$ cat src/hdl/hsv2rgb_pkg.sv
package hsv2rgb_pkg;

  // hue wrap: bias makes every 16-bit angle positive, 6 * 5760
  localparam logic [16:0] HUE_BIAS    = 17'd34560;
  // 5760 = 45 * 128: floor(x / 45) = (x * 729) >> 15 for x < 526
  localparam logic [9:0]  HUE_RECIP45 = 10'd729;
  localparam logic [9:0]  HUE_DIV45   = 10'd45;
  // 960 = 15 * 64: floor(z / 15) = (z * 137) >> 11 for z < 90
  localparam logic [7:0]  SEC_RECIP15 = 8'd137;
  localparam logic [6:0]  SEC_DIV15   = 7'd15;
  // f = floor(rem * 4 / 15) = (rem * 17480) >> 16 for rem < 960
  localparam logic [14:0] FRAC_RECIP  = 15'd17480;
  // 255 * 256, the scale of q and t
  localparam logic [15:0] TERM_ONE    = 16'd65280;
  localparam logic [7:0]  UNIT_Q8     = 8'd255;
  localparam logic [8:0]  FRAC_ONE    = 9'd256;
  // floor(m / 255) = (m * 32897) >> 23 for m <= 65280
  localparam logic [15:0] RECIP255    = 16'd32897;

  localparam logic [7:0]  SAT_RESET   = 8'd204;
  localparam logic [7:0]  VAL_RESET   = 8'd255;

  // configuration register indexes
  localparam logic [0:0]  REG_SATURATION = 1'b0;
  localparam logic [0:0]  REG_VALUE      = 1'b1;

  typedef enum logic [2:0] {
    SEC_RED_YELLOW   = 3'd0,
    SEC_YELLOW_GREEN = 3'd1,
    SEC_GREEN_CYAN   = 3'd2,
    SEC_CYAN_BLUE    = 3'd3,
    SEC_BLUE_MAGENTA = 3'd4,
    SEC_MAGENTA_RED  = 3'd5
  } sector_t;

  typedef struct packed {
    logic       valid;
    sector_t    sector;
    logic [7:0] frac;
  } frac_item_t;

  typedef struct packed {
    logic       valid;
    sector_t    sector;
    logic [7:0] p;
    logic [7:0] q;
    logic [7:0] t;
  } term_item_t;

endpackage

$ cat src/hdl/hsv2rgb_hue_split.sv
module hsv2rgb_hue_split
  import hsv2rgb_pkg::*;
(
  input  logic               clk,
  input  logic               rst,
  input  logic               en,
  input  logic               hue_valid,
  input  logic signed [15:0] hue,
  output frac_item_t         item
);

  // stage 1: bias, split off 128s, quotient by 45
  logic [16:0] ubias;
  logic [18:0] qprod;
  logic        v1;
  logic [9:0]  x1;
  logic [6:0]  low1;
  logic [3:0]  quot1;

  assign ubias = {hue[15], hue} + HUE_BIAS;
  assign qprod = 19'(ubias[16:7]) * 19'(HUE_RECIP45);

  // stage 2: remainder by 45 -> wrapped hue, upper bits in units of 64/16 degree
  logic [9:0] y10;
  logic       v2;
  logic [6:0] z2;
  logic [5:0] lo2;

  assign y10 = x1 - 10'(quot1) * HUE_DIV45;

  // stage 3: sector
  logic [13:0] sprod;
  logic        v3;
  logic [2:0]  sec3;
  logic [6:0]  z3;
  logic [5:0]  lo3;

  assign sprod = 14'(z2) * 14'(SEC_RECIP15);

  // stage 4: remainder inside sector
  logic [6:0] d7;
  logic       v4;
  logic [2:0] sec4;
  logic [9:0] rem4;

  assign d7 = z3 - 7'(sec3) * SEC_DIV15;

  // stage 5: 8-bit fraction
  logic [24:0] fprod;
  logic        v5;
  logic [2:0]  sec5;
  logic [7:0]  frac5;

  assign fprod = 25'(rem4) * 25'(FRAC_RECIP);

  always_ff @(posedge clk) begin
    if (rst) begin
      v1 <= 1'b0;
      v2 <= 1'b0;
      v3 <= 1'b0;
      v4 <= 1'b0;
      v5 <= 1'b0;
    end else if (en) begin
      v1 <= hue_valid;
      v2 <= v1;
      v3 <= v2;
      v4 <= v3;
      v5 <= v4;
    end
  end

  always_ff @(posedge clk) begin
    if (en) begin
      x1    <= ubias[16:7];
      low1  <= ubias[6:0];
      quot1 <= qprod[18:15];
      z2    <= {y10[5:0], low1[6]};
      lo2   <= low1[5:0];
      sec3  <= sprod[13:11];
      z3    <= z2;
      lo3   <= lo2;
      sec4  <= sec3;
      rem4  <= {d7[3:0], lo3};
      sec5  <= sec4;
      frac5 <= fprod[23:16];
    end
  end

  assign item.valid  = v5;
  assign item.sector = sector_t'(sec5);
  assign item.frac   = frac5;

endmodule

$ cat src/hdl/hsv2rgb_terms.sv
module hsv2rgb_terms
  import hsv2rgb_pkg::*;
(
  input  logic       clk,
  input  logic       rst,
  input  logic       en,
  input  frac_item_t fin,
  input  logic [7:0] sat,
  input  logic [7:0] val,
  output term_item_t tout
);

  // stage 6: f*s, (1-f)*s, v*(1-s)
  logic        v6;
  sector_t     sec6;
  logic [15:0] fs6;
  logic [15:0] fts6;
  logic [15:0] pn6;
  logic [8:0]  finv;

  assign finv = FRAC_ONE - 9'(fin.frac);

  // stage 7: v * (one - x), 24 bits
  logic        v7;
  sector_t     sec7;
  logic [23:0] nq7;
  logic [23:0] nt7;
  logic [15:0] pn7;

  // stage 8: q, t divide by 65280 = >>8 then reciprocal of 255; p by 255 only
  logic [31:0] qprod;
  logic [31:0] tprod;
  logic [31:0] pprod;
  logic        v8;
  sector_t     sec8;
  logic [7:0]  p8;
  logic [7:0]  q8;
  logic [7:0]  t8;

  assign qprod = 32'(nq7[23:8]) * 32'(RECIP255);
  assign tprod = 32'(nt7[23:8]) * 32'(RECIP255);
  assign pprod = 32'(pn7) * 32'(RECIP255);

  always_ff @(posedge clk) begin
    if (rst) begin
      v6 <= 1'b0;
      v7 <= 1'b0;
      v8 <= 1'b0;
    end else if (en) begin
      v6 <= fin.valid;
      v7 <= v6;
      v8 <= v7;
    end
  end

  always_ff @(posedge clk) begin
    if (en) begin
      sec6 <= fin.sector;
      fs6  <= 16'(fin.frac) * 16'(sat);
      fts6 <= 16'(17'(finv) * 17'(sat));
      pn6  <= 16'(val) * 16'(UNIT_Q8 - sat);
      sec7 <= sec6;
      nq7  <= 24'(val) * 24'(TERM_ONE - fs6);
      nt7  <= 24'(val) * 24'(TERM_ONE - fts6);
      pn7  <= pn6;
      sec8 <= sec7;
      q8   <= qprod[30:23];
      t8   <= tprod[30:23];
      p8   <= pprod[30:23];
    end
  end

  assign tout.valid  = v8;
  assign tout.sector = sec8;
  assign tout.p      = p8;
  assign tout.q      = q8;
  assign tout.t      = t8;

endmodule

$ cat src/hdl/hsv_to_rgb_converter.sv
// Each accepted hue item passes 8 stages and the output register to become its RGB item.
// Throughput: one item per cycle when not stalled; all stages advance together whenever the
// output register is empty or being taken, so a stall only holds, never drops an item.
// Reset (rst, synchronous, active high): all valid bits clear, saturation = 204,
// brightness_value = 255.
module hsv_to_rgb_converter
  import hsv2rgb_pkg::*;
(
  input  logic               clk,
  input  logic               rst,
  // hue channel
  input  logic               hue_valid,
  output logic               hue_stall,
  input  logic signed [15:0] hue,
  // rgb channel
  output logic               rgb_valid,
  input  logic               rgb_stall,
  output logic [7:0]         red,
  output logic [7:0]         green,
  output logic [7:0]         blue,
  // configuration writes
  input  logic               cfg_write,
  input  logic [0:0]         cfg_index,
  input  logic [7:0]         cfg_data
);

  // Q0.8 config, 255 means 1.0
  logic [7:0] saturation;
  logic [7:0] brightness_value;

  always_ff @(posedge clk) begin
    if (rst) begin
      saturation       <= SAT_RESET;
      brightness_value <= VAL_RESET;
    end else if (cfg_write) begin
      unique case (cfg_index)
        REG_SATURATION: saturation       <= cfg_data;
        REG_VALUE:      brightness_value <= cfg_data;
        default:        ;
      endcase
    end
  end

  // Pipeline moves as one: hold only while a finished item waits and is stalled.
  // Bubbles move forward too, since every stage shares the same enable.
  logic advance;
  assign advance   = !rgb_valid || !rgb_stall;
  assign hue_stall = !advance;

  // stages 1-5: wrap hue mod 360 deg, sector and 8-bit fraction
  frac_item_t frac_item;

  hsv2rgb_hue_split u_split (
    .clk       (clk),
    .rst       (rst),
    .en        (advance),
    .hue_valid (hue_valid),
    .hue       (hue),
    .item      (frac_item)
  );

  // stages 6-8: p, q, t, each truncated once
  term_item_t term_item;

  hsv2rgb_terms u_terms (
    .clk  (clk),
    .rst  (rst),
    .en   (advance),
    .fin  (frac_item),
    .sat  (saturation),
    .val  (brightness_value),
    .tout (term_item)
  );

  // output register: route v/p/q/t to channels by sector
  logic [7:0] red_next;
  logic [7:0] green_next;
  logic [7:0] blue_next;

  always_comb begin
    unique case (term_item.sector)
      SEC_RED_YELLOW: begin
        red_next   = brightness_value;
        green_next = term_item.t;
        blue_next  = term_item.p;
      end
      SEC_YELLOW_GREEN: begin
        red_next   = term_item.q;
        green_next = brightness_value;
        blue_next  = term_item.p;
      end
      SEC_GREEN_CYAN: begin
        red_next   = term_item.p;
        green_next = brightness_value;
        blue_next  = term_item.t;
      end
      SEC_CYAN_BLUE: begin
        red_next   = term_item.p;
        green_next = term_item.q;
        blue_next  = brightness_value;
      end
      SEC_BLUE_MAGENTA: begin
        red_next   = term_item.t;
        green_next = term_item.p;
        blue_next  = brightness_value;
      end
      default: begin
        red_next   = brightness_value;
        green_next = term_item.p;
        blue_next  = term_item.q;
      end
    endcase
  end

  always_ff @(posedge clk) begin
    if (rst) begin
      rgb_valid <= 1'b0;
    end else if (advance) begin
      rgb_valid <= term_item.valid;
    end
  end

  always_ff @(posedge clk) begin
    if (advance && term_item.valid) begin
      red   <= red_next;
      green <= green_next;
      blue  <= blue_next;
    end
  end

endmodule

$ cat config.mk
export PLATFORM = sky130hd
export DESIGN_NAME = hsv_to_rgb_converter
export DESIGN_NICKNAME = d
export VERILOG_FILES = /design/src/hdl/hsv2rgb_pkg.sv /design/src/hdl/hsv2rgb_hue_split.sv /design/src/hdl/hsv2rgb_terms.sv /design/src/hdl/hsv_to_rgb_converter.sv
export SDC_FILE = /design/constraint.sdc
export NUM_CORES = 2
export LEC_CHECK = 0
export BUFFER_PORTS_ARGS = -buffer_cell sky130_fd_sc_hd__clkbuf_2
export CAP_MARGIN = 20
export CORE_UTILIZATION = 40
export DETAILED_ROUTE_END_ITERATION = 10
export PLACE_DENSITY = 0.66
export SETUP_SLACK_MARGIN = 0.05
export SLEW_MARGIN = 5
export SYNTH_ARGS = -nofsm -noshare
export SYNTH_HDL_FRONTEND = slang
export SYNTH_SLANG_ARGS = --single-unit
$ cat constraint.sdc
create_clock -name clk -period 10.7 [get_ports clk]
set_input_delay 0.535 -clock clk [delete_from_list [all_inputs] [get_ports clk]]
set_output_delay 0.535 -clock clk [all_outputs]
set_load 0.005 [all_outputs]
# == Yosys cells after proc, flatten, opt, wreduce, memory -nomap -nowiden ==
# Index checks and enable logic that the tools add are counted.
# totals
elab_cells,78
in_bits,30
output_inout_bits,26
ff_bits,261
# classes
bitwise_logic,1
mul,13
n_mux,3
n_reduce_logical,12
eq_ne,4
addsub,7
# op_table
operator,n
multiplier 16 x 16 -> 31 bit (second input constant),3
case mux 8 bit (3 select lines),3
multiplier 8 x 24 -> 24 bit,2
subtractor 16 x 16 -> 17 bit (first input constant),2
multiplier 10 x 12 -> 21 bit (second input constant),1
multiplier 10 x 10 -> 19 bit (second input constant),1
adder 17 x 16 -> 17 bit (second input constant),1
multiplier 8 x 16 -> 16 bit,1
multiplier 8 x 8 -> 16 bit,1
multiplier 9 x 8 -> 16 bit,1
multiplier 7 x 8 -> 14 bit (second input constant),1
subtractor 8 x 8 -> 9 bit (first input constant),1
subtractor 9 x 8 -> 9 bit (first input constant),1
OR reduction 2 bit,4
== test 3 x 2 -> 1 bit (second input constant),2
multiplier 4 x 6 -> 6 bit (second input constant),1
subtractor 6 bit,1
multiplier 3 x 4 -> 4 bit (second input constant),1
AND reduction 2 bit,2
subtractor 4 bit,1
== test 3 x 1 -> 1 bit (second input constant),1
== test 3 bit (second input constant),1
logical NOT 1 bit,3
logical NOT 3 bit,1
other kinds (3),3

# == Logic depth before layout (Yosys ltp) ==
# logic_depth
word_depth,3
depth_mapped,25
depth_no_buf,24

# == By module ==
# Synthesis repeated with hierarchy kept, for this count alone.
# hier_totals
cells_unflattened,2988
hier_area_um2,30732.0
# by_module_without_submodules
mod,instances,area_per_inst_um2,seq_area_each_um2,cells_each
hsv2rgb_terms,1,22658.0,3903.7,2285
hsv2rgb_hue_split,1,5921.9,2112.0,486
hsv_to_rgb_converter,1,2152.1,1061.0,217

# == Least setup slack after synthesis ==
# No wires, ideal clock.
# synth_timing
path_kind,input-to-reg
from,input rgb_stall
to,"register blue[0], enable pin"
slack_ns,3.138
setup_ns,0.383
path_stages,3
t_arrival_ns,7.179
n_path_buf,1
t_required_ns,10.317
path_cell_list,nand2_1 -> clkbuf_1 -> and2_1
# synth_via
elab_chain_cells,3
# synth_rtl
item,line,rtl
from (decl),hsv_to_rgb_converter.sv:17,"input logic rgb_stall,"
logical NOT 1 bit,hsv_to_rgb_converter.sv:47,assign advance = !rgb_valid || !rgb_stall;
logical OR 1 bit,hsv_to_rgb_converter.sv:47,
logical AND 1 bit,hsv_to_rgb_converter.sv:124,if (advance && term_item.valid) begin
to (signal assigned),hsv_to_rgb_converter.sv:127,blue <= blue_next;
to (decl),hsv_to_rgb_converter.sv:20,"output logic [7:0] blue,"
# Every way passes these cells.
# A chain may end at the register's enable or synchronous reset.

# == Final worst setup path ==
# layout_timing
from,register u_terms.fts6[0]
to,register u_terms.nt7[23] (data pin)
# layout_via
elab_chain_cells,2
# layout_rtl
item,line,rtl
from (decl),hsv2rgb_terms.sv:17,logic [15:0] fts6;
from (signal assigned),hsv2rgb_terms.sv:60,fts6 <= 16'(17'(finv) * 17'(sat));
subtractor 16 x 16 -> 17 bit,hsv2rgb_terms.sv:64,nt7 <= 24'(val) * 24'(TERM_ONE - fts6);
multiplier 8 x 24 -> 24 bit,hsv2rgb_terms.sv:64,
to (signal assigned),hsv2rgb_terms.sv:64,
to (decl),hsv2rgb_terms.sv:27,logic [23:0] nt7;
# Every way passes these cells.

==> flow_summary.yaml <==
yosys:
  ys_ff_latch: 244
  synth_edf_count: 219
  netlist.area_leader.share_pct: 23.7
  ys.flop_type: "edfxtp_1"
  synth-async-reset-ratio_pct: 0
  netlist_area_mm2: 0.0302
  syn_inst: 2914
  synth_top_area_cell: "fa_1"
  synthesis.nets: 3795
  synth_cell_types: 70
  synth.area.top_cells: "fa_1 (24%), edfxtp_1 (22%), ha_1 (20%), inv_1 (6.0%), and2_1 (4.9%)"
  syn_area_per_cell_um2: 10.4
  yosysWarnings: 0
  synth-seq-area-share_pct: 23.4
placement:
  hpwl_mm: 46.6
  globalplace.congestion: 0.864
  dp_worst_setup_slack_ps: 3930
  portBuffers: 55
  place_area_mm2: 0.0315
final_layout:
  nets: 3818
  drive_gt1_share_pct: 4.73
  multi_input_comb_area_mm2: 0.0210
  finalInstanceArea_mm2: 0.0324
  area_growth_syn_to_layout_pct: 7.33
  n_fill_cell: 7095
  regArea_mm2: 0.00708
clocking:
  h-tree-depth: 1
  cts_setup_buffers: 0
  cts_sinks: 244
  cts_buffer_depth: 3
  cts-resized-gates: 0
  cts_tree: "yes"
  holdBufCountCts: 0
  cts_made_buffers: 28
  path_clk_slew_ps: 60
  worstSkewPairLatency_ps: 570
  cts-root-buf: "clkbuf_16"
floorplanning:
  row_count: 100
  die_h_um: 277
  die_w_um: 277
  io-pin-count: 56
  die_area_mm2: 0.0766
  core_mm2: 0.0746
  start_util_pct: 40.5
critical_path:
  worst-setup-path-type: "reg -> reg"
  cpPeakStageDelay_ps: 570
  critPathSlowestCell: "edfxtp_1"
  path_buf_inv: 5
  cp.required_ps: 11020
  cp_cell_sequence: "inv_1 -> ha_1 -> inv_1 -> or3_1 -> xor2_1 -> nand2_1 -> fa_1 -> fa_1 -> inv_1 -> fa_1 -> inv_1 -> fa_1 -> inv_1 -> ha_1 -> or3_4 -> o2111ai_2 -> nand4_2 -> a221o_1 -> a2111o_1 -> a31oi_2 -> xnor2_1"
  worstSetupEndpointType: "flip-flop"
  cp-start-kind: "flip-flop"
  cp_top_family: "adder cells"
  r2r_cells: 21
  crit_fanout: 12
  crit_top_cell: "inv_1"
  cp.arrival_ps: 7050
  cp_num_cells: 21
grt:
  grt_antenna_before_repair: 1
  met1_usage_pct: 20.8
  met3_usage_pct: 2.00
  grt_max_degree: 76
  grt_busiest_layer: "met2"
  grt_usage_pct: 15.7
  use_met2_pct: 27.3
  overflow: 0
  grt_pass1_wl_mm: 99.5
  grt_pass1_vias: 20100
timing:
  relSlewSlack_pct: 33.5
  grt_setup_unrepaired: "no"
  finalCritPeriodShare_pct: 62.9
  final-setup-viol-count: 0
  final-hold-violation-count: 0
  slew_viol_final: 0
  setup_tns_ps: 0
  setup_slack_ps: 3970
  worst_slew_pin_slew_ps: 996
  fmax_mhz: 149
  fin_worst_skew_ps: 20.7
  period_needed_ps: 6730
hold_path:
  hold_class: "in -> reg"
  whs_path_depth: 1
drt:
  ant_nets: 0
  vias: 19700
  drt_wl_total_mm: 59.3
  wl_per_cell_um: 15.1
  drt_iter0_markers: 928
  remaining_drc_errors: 0
  vias_per_cell: 5.01
  firstDrtPassIters: 5
status:
  status: "completed"
flow_run:
  cap_violations: 0
## registers in the layout, indices dropped and copies added, names as in the netlist, 8 cells and up
register and flops:
red 8, u_terms.nt7 16, u_terms.fts6 16, u_terms.q8 8, u_terms.pn7 16, u_terms.fs6 15
u_terms.nq7 16, green 8, u_terms.p8 8, u_terms.t8 8, u_split.frac5 8, blue 8
u_terms.pn6 16, u_split.rem4 10, saturation 8, brightness_value 8
## synthesized netlist by cell type, drive strengths merged, types with 14 or more instances
cell type	n
a211oi	16
a21o	28
a21oi	61
and2	239
and3	16
clkbuf	75
dfxtp	25
edfxtp	219
fa	357
ha	494
inv	481
nand2	225
nand2b	44
nand3	25
nor2	98
nor2b	65
nor3	30
o21a	14
o21ai	36
o22ai	32
o31ai	15
xnor2	119
xor2	55
## final cells by class
type / count / share of cell area [%]
inverters: 482 / 5.58
diodes: 2 / 0.0154
multi-input cells: 2106 / 64.8
flip-flops and latches: 244 / 21.8
clock inverters: 17 / 0.382
well taps: 969 / 3.74
repair buffers: 75 / 1.34
clock buffers: 33 / 2.29
## cells in the final DEF (no fill, tap or decap), drive strengths merged, types with 20 or more instances in the layout
master / n
nand3: 25
and2: 239
edfxtp: 219
nor3: 30
o22ai: 32
dfxtp: 25
inv: 482
clkbuf: 88
xor2: 55
buf: 20
fa: 357
nor2: 98
nand2: 225
xnor2: 119
a21o: 28
nor2b: 65
ha: 494
a21oi: 61
nand2b: 44
o21ai: 36
## final timing paths
| path | endpoint | slack, ps | start |
|---|---|---|---|
| worst min register to register | u_terms.pn7[5] | 410 | u_terms.pn6[5] |
| worst min-delay path | u_split.low1[6] | 150 | hue[6] |
| worst max register to register | u_terms.nt7[23] | 3970 | u_terms.fts6[0] |
| worst max-delay path | u_terms.nt7[23] | 3970 | u_terms.fts6[0] |
## kinds of logic after synthesis
family          synth area share (%)
compound gates                  6.47
flops                           23.4
mux                            0.431
buf+inv                         7.02
xor+xnor                        5.05
simple gates                    13.4
fa+ha+maj                       44.1
## per-stage QoR
| step | hold slack [ps] | cells | util, % |
|---|---|---|---|
| after floorplan | 400 | 2914 | - |
| final | 151 | 3928 | 43.5 |
| after detailed placement | 405 | 3875 | 42.3 |
| after global placement | 401 | 3875 | 42.3 |
| after global routing | 125 | 3926 | 43.4 |
| after CTS | 115 | 3925 | 43.4 |
## layer usage
layer,up-vias,wire length [um]
met5,-,0
met4,0,1260
met3,71,2080
met2,288,28500
met1,9728,27500
li1,9591,-
## worst register-to-register path, stage by stage (launching register included)
cell and delay, ps:
edfxtp_1 570, inv_1 180, ha_1 290, inv_1 80, or3_1 390, xor2_1 520, nand2_1 160, fa_1 490
fa_1 490, inv_1 50, fa_1 530, inv_1 50, fa_1 530, inv_1 40, ha_1 210, or3_4 390
o2111ai_2 250, nand4_2 160, a221o_1 370, a2111o_1 460, a31oi_2 190, xnor2_1 80
Power is not shown: default switching activity piles up to over one toggle a cycle in this logic, so the estimate is an artifact.
